==> config.mk <==
export PLATFORM = sky130hd
export DESIGN_NAME = ordered_array_list_engine_unit_flat
export DESIGN_NICKNAME = d
export VERILOG_FILES = /design/src/design/oale_pkg.sv /design/src/design/oale_if.sv /design/src/design/oale_out_buf.sv /design/src/design/ordered_array_list_engine_unit.sv /design/src/flat_wrapper.sv
export SDC_FILE = /design/constraint.sdc
export NUM_CORES = 2
export LEC_CHECK = 0
export ABC_CLOCK_PERIOD_IN_PS = 4930
export BUFFER_PORTS_ARGS = -buffer_cell sky130_fd_sc_hd__buf_2
export CAP_MARGIN = 10
export CORE_ASPECT_RATIO = 1.5
export CORE_MARGIN = 2
export CORE_UTILIZATION = 45
export DETAILED_ROUTE_END_ITERATION = 8
export PLACE_DENSITY_LB_ADDON = 0.15
export SETUP_SLACK_MARGIN = 0.5
export SKIP_LAST_GASP = 1
export SLEW_MARGIN = 20
export SYNTH_ARGS = -nofsm -noshare
export SYNTH_HDL_FRONTEND = slang
export SYNTH_SLANG_ARGS = --single-unit
==> constraint.sdc <==
create_clock -name clk -period 4.93 [get_ports clk]
set_input_delay 0.7395 -clock clk [delete_from_list [all_inputs] [get_ports clk]]
set_output_delay 0.7395 -clock clk [all_outputs]
set_load 0.05 [all_outputs]
==> src/design/oale_pkg.sv <==
`default_nettype none
// ----------------------------------------------------------------------------
// oale_pkg
// Shared sizes, operation and status codes and the result beat type of the
// ordered array list engine.
// ----------------------------------------------------------------------------
package oale_pkg;

    localparam int CAPACITY = 128;
    localparam int IDX_W    = $clog2(CAPACITY);
    localparam int CNT_W    = $clog2(CAPACITY + 1);
    // compare width that holds the position, the count and count + 1
    localparam int CMP_W    = ((CNT_W > 8) ? CNT_W : 8) + 1;

    localparam int WORD_W = 32;
    localparam int FUNC_W = 2;
    localparam int POS_W  = 8;
    localparam int STAT_W = 2;
    localparam int LEN_W  = 8;

    localparam logic [FUNC_W-1:0] FN_CLEAR  = 2'd0;
    localparam logic [FUNC_W-1:0] FN_INSERT = 2'd1;
    localparam logic [FUNC_W-1:0] FN_DELETE = 2'd2;
    localparam logic [FUNC_W-1:0] FN_LOCATE = 2'd3;

    localparam logic [STAT_W-1:0] ST_OK       = 2'd0;
    localparam logic [STAT_W-1:0] ST_BADPOS   = 2'd1;
    localparam logic [STAT_W-1:0] ST_FULL     = 2'd2;
    localparam logic [STAT_W-1:0] ST_NOTFOUND = 2'd3;

    typedef struct packed {
        logic [STAT_W-1:0]        status;
        logic signed [WORD_W-1:0] result_value;
        logic [LEN_W-1:0]         list_length;
        logic                     list_empty;
    } rsp_beat_t;

endpackage

`default_nettype wire

==> src/design/oale_if.sv <==
`default_nettype none
// ----------------------------------------------------------------------------
// oale request and response channels
// Valid/ready channels that carry one request beat and one result beat.
// ----------------------------------------------------------------------------
interface oale_req_if import oale_pkg::*; ();

    logic                     valid;
    logic                     ready;
    logic [FUNC_W-1:0]        func;
    logic [POS_W-1:0]         position;
    logic signed [WORD_W-1:0] item_value;

    modport source (output valid, output func, output position, output item_value,
                    input ready);
    modport sink   (input valid, input func, input position, input item_value,
                    output ready);

endinterface

interface oale_rsp_if import oale_pkg::*; ();

    logic                     valid;
    logic                     ready;
    logic [STAT_W-1:0]        status;
    logic signed [WORD_W-1:0] result_value;
    logic [LEN_W-1:0]         list_length;
    logic                     list_empty;

    modport source (output valid, output status, output result_value,
                    output list_length, output list_empty, input ready);
    modport sink   (input valid, input status, input result_value,
                    input list_length, input list_empty, output ready);

endinterface

`default_nettype wire

==> src/design/oale_out_buf.sv <==
`default_nettype none
// ----------------------------------------------------------------------------
// oale_out_buf
// One-entry output register that holds a finished result beat until the
// receiver takes it, so the engine can start the next request meanwhile.
// ----------------------------------------------------------------------------
module oale_out_buf import oale_pkg::*;
(
    input  wire logic  clk,
    input  wire logic  rst_n,
    input  wire logic  push,
    input  rsp_beat_t  push_data,
    output logic       push_ready,
    oale_rsp_if.source rsp
);

    logic      full_reg;
    rsp_beat_t beat_reg;

    assign push_ready = !full_reg || rsp.ready;

    always_ff @(posedge clk or negedge rst_n)
    begin
        if (!rst_n)
        begin
            full_reg <= 1'b0;
        end
        else if (push)
        begin
            full_reg <= 1'b1;
        end
        else if (rsp.ready)
        begin
            full_reg <= 1'b0;
        end
    end

    always_ff @(posedge clk)
    begin
        if (push)
        begin
            beat_reg <= push_data;
        end
    end

    assign rsp.valid        = full_reg;
    assign rsp.status       = beat_reg.status;
    assign rsp.result_value = beat_reg.result_value;
    assign rsp.list_length  = beat_reg.list_length;
    assign rsp.list_empty   = beat_reg.list_empty;

endmodule

`default_nettype wire

==> src/design/ordered_array_list_engine_unit.sv <==
`default_nettype none
// ----------------------------------------------------------------------------
// ordered_array_list_engine_unit
// Sequential list of signed 32-bit words kept in one synchronous memory.
//
// req carries one request beat (func, position, item_value); rsp returns
// exactly one result beat per request (status, result_value, list_length,
// list_empty). Clear empties the list, insert and delete work at a 1-based
// position and move the later entries, locate returns the first matching
// index.
// Each request is handled alone. The memory has one read and one write port
// with a registered read; shifts and searches stream one entry per cycle,
// reading the next entry while the previous one is written back or compared.
// Clear and refused requests go straight to the result; insert shifts the
// entries from the tail down to the position, append writes at the tail,
// delete shifts the entries after the position down, locate stops at the
// first hit or after the last entry. A new request is taken in the cycle
// after the result is handed to the output register.
// A result waits in the output register while rsp is stalled; the engine
// stays busy only if a second result is finished before the first is taken.
// Reset empties the list; the memory itself is not cleared.
// ----------------------------------------------------------------------------
module ordered_array_list_engine_unit import oale_pkg::*;
(
    input  wire logic  clk,
    input  wire logic  rst_n,
    oale_req_if.sink   req,
    oale_rsp_if.source rsp
);

    typedef enum logic [2:0] {
        S_IDLE,
        S_UP,
        S_DOWN,
        S_FIND,
        S_PUT,
        S_RESP
    } state_t;

    state_t                   state_reg, state_next;
    logic [CNT_W-1:0]         count_reg, count_next;
    logic                     issue_reg, issue_next;
    logic                     rd_vld_reg, rd_vld_next;
    logic [IDX_W-1:0]         addr_reg, addr_next;
    logic [IDX_W-1:0]         end_reg, end_next;
    logic [IDX_W-1:0]         pos_reg, pos_next;
    logic [IDX_W-1:0]         rd_idx_reg, rd_idx_next;
    logic signed [WORD_W-1:0] word_reg, word_next;
    logic [STAT_W-1:0]        status_reg, status_next;
    logic signed [WORD_W-1:0] value_reg, value_next;

    logic signed [WORD_W-1:0] mem [CAPACITY];
    logic signed [WORD_W-1:0] rd_data_reg;

    logic                     rd_en;
    logic                     wr_en;
    logic [IDX_W-1:0]         wr_addr;
    logic signed [WORD_W-1:0] wr_data;

    logic [CMP_W-1:0] cnt_ext;
    logic [CMP_W-1:0] pos_ext;
    logic [IDX_W-1:0] pos_idx;
    logic [IDX_W-1:0] cnt_last;
    logic             ins_pos_ok;
    logic             del_pos_ok;
    logic             is_full;
    logic             accept;
    logic             last_rd;
    logic             hit;
    logic             push;
    logic             push_ready;
    rsp_beat_t        push_data;

    assign cnt_ext    = CMP_W'(count_reg);
    assign pos_ext    = CMP_W'(req.position);
    assign pos_idx    = IDX_W'(pos_ext - CMP_W'(1));
    assign cnt_last   = IDX_W'(count_reg - CNT_W'(1));
    assign ins_pos_ok = (pos_ext != '0) && (pos_ext <= cnt_ext + CMP_W'(1));
    assign del_pos_ok = (pos_ext != '0) && (pos_ext <= cnt_ext);
    assign is_full    = cnt_ext >= CMP_W'(CAPACITY);

    assign req.ready = (state_reg == S_IDLE);
    assign accept    = req.valid && req.ready;

    assign rd_en   = issue_reg && ((state_reg == S_UP) || (state_reg == S_DOWN) ||
                                   (state_reg == S_FIND));
    assign last_rd = (addr_reg == end_reg);
    assign hit     = rd_vld_reg && (rd_data_reg == word_reg);

    always_comb
    begin
        state_next  = state_reg;
        count_next  = count_reg;
        issue_next  = issue_reg;
        addr_next   = addr_reg;
        end_next    = end_reg;
        pos_next    = pos_reg;
        word_next   = word_reg;
        status_next = status_reg;
        value_next  = value_reg;
        rd_vld_next = rd_en;
        rd_idx_next = rd_en ? addr_reg : rd_idx_reg;
        wr_en       = 1'b0;
        wr_addr     = rd_idx_reg;
        wr_data     = rd_data_reg;
        push        = 1'b0;

        unique case (state_reg)
            S_IDLE:
            begin
                if (accept)
                begin
                    word_next   = req.item_value;
                    pos_next    = pos_idx;
                    status_next = ST_OK;
                    value_next  = '0;
                    state_next  = S_RESP;
                    unique case (req.func)
                        FN_CLEAR:
                        begin
                            count_next = '0;
                        end
                        FN_INSERT:
                        begin
                            priority if (!ins_pos_ok)
                            begin
                                status_next = ST_BADPOS;
                            end
                            else if (is_full)
                            begin
                                status_next = ST_FULL;
                            end
                            else if (pos_ext == cnt_ext + CMP_W'(1))
                            begin
                                // append: nothing to move
                                state_next = S_PUT;
                            end
                            else
                            begin
                                addr_next  = cnt_last;
                                end_next   = pos_idx;
                                issue_next = 1'b1;
                                state_next = S_UP;
                            end
                        end
                        FN_DELETE:
                        begin
                            if (!del_pos_ok)
                            begin
                                status_next = ST_BADPOS;
                            end
                            else
                            begin
                                addr_next  = pos_idx;
                                end_next   = cnt_last;
                                issue_next = 1'b1;
                                state_next = S_DOWN;
                            end
                        end
                        default:
                        begin
                            if (count_reg == '0)
                            begin
                                status_next = ST_NOTFOUND;
                            end
                            else
                            begin
                                addr_next  = '0;
                                end_next   = cnt_last;
                                issue_next = 1'b1;
                                state_next = S_FIND;
                            end
                        end
                    endcase
                end
            end
            S_UP:
            begin
                // walk down from the tail, each word moves one slot up
                if (issue_reg)
                begin
                    addr_next = addr_reg - IDX_W'(1);
                    if (last_rd)
                    begin
                        issue_next = 1'b0;
                    end
                end
                if (rd_vld_reg)
                begin
                    wr_en   = 1'b1;
                    wr_addr = rd_idx_reg + IDX_W'(1);
                end
                if (!issue_reg)
                begin
                    state_next = S_PUT;
                end
            end
            S_PUT:
            begin
                wr_en      = 1'b1;
                wr_addr    = pos_reg;
                wr_data    = word_reg;
                count_next = count_reg + CNT_W'(1);
                state_next = S_RESP;
            end
            S_DOWN:
            begin
                // first word read is the one removed, the rest move one slot down
                if (issue_reg)
                begin
                    addr_next = addr_reg + IDX_W'(1);
                    if (last_rd)
                    begin
                        issue_next = 1'b0;
                    end
                end
                if (rd_vld_reg)
                begin
                    if (rd_idx_reg == pos_reg)
                    begin
                        value_next = rd_data_reg;
                    end
                    else
                    begin
                        wr_en   = 1'b1;
                        wr_addr = rd_idx_reg - IDX_W'(1);
                    end
                end
                if (!issue_reg)
                begin
                    count_next = count_reg - CNT_W'(1);
                    state_next = S_RESP;
                end
            end
            S_FIND:
            begin
                if (issue_reg)
                begin
                    addr_next = addr_reg + IDX_W'(1);
                    if (last_rd)
                    begin
                        issue_next = 1'b0;
                    end
                end
                priority if (hit)
                begin
                    // a read still in flight is dropped
                    status_next = ST_OK;
                    value_next  = WORD_W'(rd_idx_reg);
                    issue_next  = 1'b0;
                    state_next  = S_RESP;
                end
                else if (!issue_reg)
                begin
                    status_next = ST_NOTFOUND;
                    state_next  = S_RESP;
                end
            end
            S_RESP:
            begin
                // hand over only when the output register can take the beat
                if (push_ready)
                begin
                    push       = 1'b1;
                    state_next = S_IDLE;
                end
            end
            default:
            begin
                state_next = S_IDLE;
            end
        endcase
    end

    always_ff @(posedge clk or negedge rst_n)
    begin
        if (!rst_n)
        begin
            state_reg  <= S_IDLE;
            count_reg  <= '0;
            issue_reg  <= 1'b0;
            rd_vld_reg <= 1'b0;
        end
        else
        begin
            state_reg  <= state_next;
            count_reg  <= count_next;
            issue_reg  <= issue_next;
            rd_vld_reg <= rd_vld_next;
        end
    end

    always_ff @(posedge clk)
    begin
        addr_reg   <= addr_next;
        end_reg    <= end_next;
        pos_reg    <= pos_next;
        rd_idx_reg <= rd_idx_next;
        word_reg   <= word_next;
        status_reg <= status_next;
        value_reg  <= value_next;
    end

    always_ff @(posedge clk)
    begin
        if (wr_en)
        begin
            mem[wr_addr] <= wr_data;
        end
        if (rd_en)
        begin
            rd_data_reg <= mem[addr_reg];
        end
    end

    assign push_data.status       = status_reg;
    assign push_data.result_value = value_reg;
    assign push_data.list_length  = LEN_W'(count_reg);
    assign push_data.list_empty   = (count_reg == '0);

    oale_out_buf u_out_buf (
        .clk        (clk),
        .rst_n      (rst_n),
        .push       (push),
        .push_data  (push_data),
        .push_ready (push_ready),
        .rsp        (rsp)
    );

`ifndef SYNTH
    a_count_bound: assert property (@(posedge clk) disable iff (!rst_n)
        CMP_W'(count_reg) <= CMP_W'(CAPACITY))
        else $error("list length above capacity");

    a_accept_leaves_idle: assert property (@(posedge clk) disable iff (!rst_n)
        req.valid && req.ready |=> state_reg != S_IDLE)
        else $error("accepted request did not start");

    a_no_rw_overlap: assert property (@(posedge clk) disable iff (!rst_n)
        wr_en && rd_en |-> wr_addr != addr_reg)
        else $error("read and write hit the same entry");

    a_tail_data_ready: assert property (@(posedge clk) disable iff (!rst_n)
        ((state_reg == S_UP) || (state_reg == S_DOWN) || (state_reg == S_FIND))
        && !issue_reg |-> rd_vld_reg)
        else $error("scan finished without its last read data");

    a_put_grows: assert property (@(posedge clk) disable iff (!rst_n)
        state_reg == S_PUT |=> count_reg == $past(count_reg) + CNT_W'(1))
        else $error("insert did not grow the list");
`endif

endmodule

`default_nettype wire

==> src/flat_wrapper.sv <==
// flat-port wrapper written by rule: the top's interface ports become plain ports
module ordered_array_list_engine_unit_flat import oale_pkg::*;
  (clk, rst_n, req_valid, req_func, req_position, req_item_value, req_ready, rsp_valid, rsp_status, rsp_result_value, rsp_list_length, rsp_list_empty, rsp_ready);
  oale_req_if req_i ();
  oale_rsp_if rsp_i ();
  input  wire logic clk;
  input  wire logic rst_n;
  input wire logic [$bits(req_i.valid)-1:0] req_valid;
  input wire logic [$bits(req_i.func)-1:0] req_func;
  input wire logic [$bits(req_i.position)-1:0] req_position;
  input wire logic [$bits(req_i.item_value)-1:0] req_item_value;
  output wire logic [$bits(req_i.ready)-1:0] req_ready;
  output wire logic [$bits(rsp_i.valid)-1:0] rsp_valid;
  output wire logic [$bits(rsp_i.status)-1:0] rsp_status;
  output wire logic [$bits(rsp_i.result_value)-1:0] rsp_result_value;
  output wire logic [$bits(rsp_i.list_length)-1:0] rsp_list_length;
  output wire logic [$bits(rsp_i.list_empty)-1:0] rsp_list_empty;
  input wire logic [$bits(rsp_i.ready)-1:0] rsp_ready;
  assign req_i.valid = req_valid;
  assign req_i.func = req_func;
  assign req_i.position = req_position;
  assign req_i.item_value = req_item_value;
  assign req_ready = req_i.ready;
  assign rsp_valid = rsp_i.valid;
  assign rsp_status = rsp_i.status;
  assign rsp_result_value = rsp_i.result_value;
  assign rsp_list_length = rsp_i.list_length;
  assign rsp_list_empty = rsp_i.list_empty;
  assign rsp_i.ready = rsp_ready;
  ordered_array_list_engine_unit u_core (.clk(clk), .rst_n(rst_n), .req(req_i), .rsp(rsp_i));
endmodule
==> qor.txt <==
status: finished, final reports clean
first-pass GRT wire length: 648,900 µm
syn nets: 7,174
hold path cells: 2
H-tree Lvls: 5
largest family of logic cells by synthesized area: multiplexers
Clk Latency, worst-skew pair: 0.95 ns
Hold WC Path Type: in2reg
fin. max-slew vios: 0
PnR worst setup slack: 0.6258 ns
FFs w/ async S/R, synth: 0.3272%
CTS Root Cell: clkbuf_16
endpoint of the worst hold-timing path: u_core.end_reg[0]
initial antenna violation count: 22
vias in the first global route: 80,683
multiplexer share of the synthesized area: 16.70%
crit path launch type: flop
DRC: 0
hold_ws: 0.1978 ns
slew margin rel.: 20.87%
unrepaired setup endpoints after global routing: true
Iteration-0 DRC Markers: 9,810
Critical Path Max Stage Delay: 0.88 ns
startpoint of the worst-slack reg-to-reg timing path: u_core.state_reg[0]
core area: 0.3652 mm²
number of clock sinks: 4,279
die width: 498.1 µm
xor/xnor share of the synthesized area: 0.3827%
initial core utilization: 45.13%
largest net degree at the start of global routing: 113
Port-buffer cells: 90
Worst Path Arrival: 4.95 ns
Setup Total Neg Slack: 0 ns
Crit Reg-Reg Endpoint: u_core.mem[50][2]
Post-Place Worst Slack: 0.2892 ns
DR WL/cell: 36.63 µm
area grow syn2layout: 14.77%
R2R setup slack: 0.63 ns
Yosys reg bits: 4,279
total die area: 0.3712 mm²
CP most frequent cell: o21ai_0
CTS tree: built
commonest cells after routing, fill and taps aside: edfxtp_1 (4,265), mux4_2 (1,181), clkbuf_16 (396), buf_4 (296), buf_12 (165)
Crit-path slowest cell: nor2_4
Top Layer Used: met5
DR pass1 iterations: 8
Synth Area in Compound Gates: 1.949%
register area: 0.1284 mm²
Num CTS Buffers: 390
DR vias: 78,979
cells after synthesis: 7,097
Final #Nets: 7,762
post-synthesis cell type count: 70
DR WL met3: 29,920 µm
worst-path cell chain: clkinv_1 > o211ai_1 > o31ai_1 > o21ai_0 > o21ai_0 > or2_4 > nor2_4 > buf_4
cell area after layout: 0.1891 mm²
All-Layer GR Usage: 25.15%
critical path start-end classification: reg2reg
Fill cells: 28,010
sequential share of the synthesized area: 77.93%
vias per cell: 6.174
Worst setup startpoint: u_core.state_reg[0]
P_leak: 58.34 nW
max FFs per register: 4,096
most common cell after layout, fill and taps aside: edfxtp_1
Die Y: 745.2 µm
worst hold path startpoint: req_position[0]
Adder-Cell Fraction of Synth Area: 0.2399%
highest attainable clock frequency: 0.2323 GHz
final setup fails: 0
Synth Flop Type: edfxtp_1
Final Wtd Congestion: 0.9094
worst-path maximum fanout: 26
Post-DRT Antenna Nets: 0
met2 WL: 241,000 µm
worst-case reg-to-reg path depth: 8
DRT Wirelength: 468,600 µm
Clk pin slew, worst setup/hold paths: 0.07 ns
Yosys Warn Count: 0
Req. time, crit path: 5.58 ns
share of cells above drive strength 1: 30.99%
Biggest register: u_core.mem
final hold vios: 0
number of enable flip-flop cells after synthesis: 4,265
metal1 wirelength: 172,200 µm
Avg Cell Area, Syn: 23.22 µm²
worst vdd ir: 0.5916 mV
multi-input logic area: 0.03573 mm²
area of placed instances: 0.1762 mm²
Max Buffers Root-to-Sink: 4
crit path capture type: flop
clk_skew: 0.04314 ns
post-route minimum period: 4.304 ns
Pwr Density: 639.6 mW/mm²
row count: 272
post-synthesis cell area: 0.1648 mm²
Congestion Overflow GR: 0
max cap viols: 0
Synth Area in Simple Gates: 1.594%
period utilization: 87.31%
Boundary Pins: 91
worst-margin pin slew: 1.183 ns
DP Wirelength: 276,500 µm
per-layer routing:
layer	vias to the layer above	global-route usage [%]
li1	31573	-
met1	43478	31.52
met2	3231	43.70
met3	695	3.164
met4	2	11.78
met5	-	0
cell type report:
class / count / area share (%)
inverter: 33 / 0.06681
timing repair buffer: 585 / 3.340
clock buffer: 479 / 5.415
tap: 4795 / 3.172
clock inverter: 215 / 1.203
antenna: 11 / 0.01455
multi-input combinational: 2396 / 18.89
sequential: 4279 / 67.90
cells in the mapped netlist (all sizes together), types with 3 or more instances:
cell type,instances,share of area [%]
nor4,8,0.049
mux2i,87,0.53
nand3b,4,0.018
nand3,63,0.19
o21a,3,0.014
or3,7,0.027
inv,29,0.066
a31oi,14,0.053
edfxtp,4265,78
clkbuf,159,0.36
nor2,185,0.42
xnor2,55,0.29
a2111oi,9,0.048
mux4,1181,16
ha,30,0.23
o31ai,3,0.014
and2,39,0.15
a21boi,8,0.036
nand4b,3,0.016
a21oi,81,0.25
xor2,17,0.090
a211oi,27,0.13
clkinv,4,0.0091
a22oi,134,0.61
dfrtp,14,0.21
o21ai,42,0.13
and3,7,0.027
a221oi,43,0.23
nor3,33,0.10
buf,230,0.77
nand2,157,0.36
o22ai,16,0.061
o211ai,21,0.096
a22o,14,0.074
nor2b,23,0.087
o221ai,9,0.048
nand4,23,0.087
o32ai,4,0.021
a311oi,3,0.016
nand2b,8,0.030
mux2,4,0.027
a21o,8,0.036
worst max path at each step:
stage | to | cells past startpoint
2_1_floorplan | u_core.mem[100][0] | 8
3_3_place_gp | u_core.rd_data_reg[2] | 8
3_5_place_dp | u_core.rd_data_reg[2] | 8
4_1_cts | u_core.mem[13][13] | 8
5_1_grt | u_core.mem[104][13] | 9
6_report | u_core.mem[50][2] | 8
critical path, delay by kind of cell (launching register included):
kind / cells / cell delay [ns]
flops: 1 / 0.77
compound gates: 4 / 0.92
buf+inv: 2 / 0.76
simple gates: 2 / 1.48
repair_timing:
item / 4_1_cts / 5_1_grt
setup buffers: 0 / 3
gates cloned: 0 / 0
gates resized for setup: 3 / 4
endpoints found under the hold margin: 46 / 0
hold buffers: 33 / 0
pin swaps: 0 / 1
setup endpoints to repair: 3 / 139
report_power, final:
part | total, mW | switching [mW] | internal [mW]
clock | 30.4 | 13.3 | 17.1
sequential | 49.1 | 0.887 | 48.2
combinational | 41.5 | 27.5 | 14.0
metrics by stage:
| step | std cells | power [mW] | utilization (%) |
|---|---|---|---|
| after CTS | 12779 | 121.8 | 51.77 |
| final | 12793 | 121.0 | 51.79 |
| after global routing | 12783 | 124.5 | 51.79 |
| after detailed placement | 12052 | 91.62 | 48.25 |
| after floorplan | 7097 | 72.69 | - |
| after global placement | 12052 | 90.90 | 48.25 |
cells by family (layout without fill, tap and decap cells):
group / count (synthesis) / in the layout
AND/OR/NAND/NOR: 567 / 567
flip-flops: 4279 / 4279
other: 0 / 11
adder cells (fa/ha/maj): 31 / 31
buffers and inverters: 422 / 1312
XOR/XNOR: 72 / 72
AO/OA/AOI/OAI: 454 / 454
multiplexers: 1272 / 1272
Power figures use the tool's default switching activity.
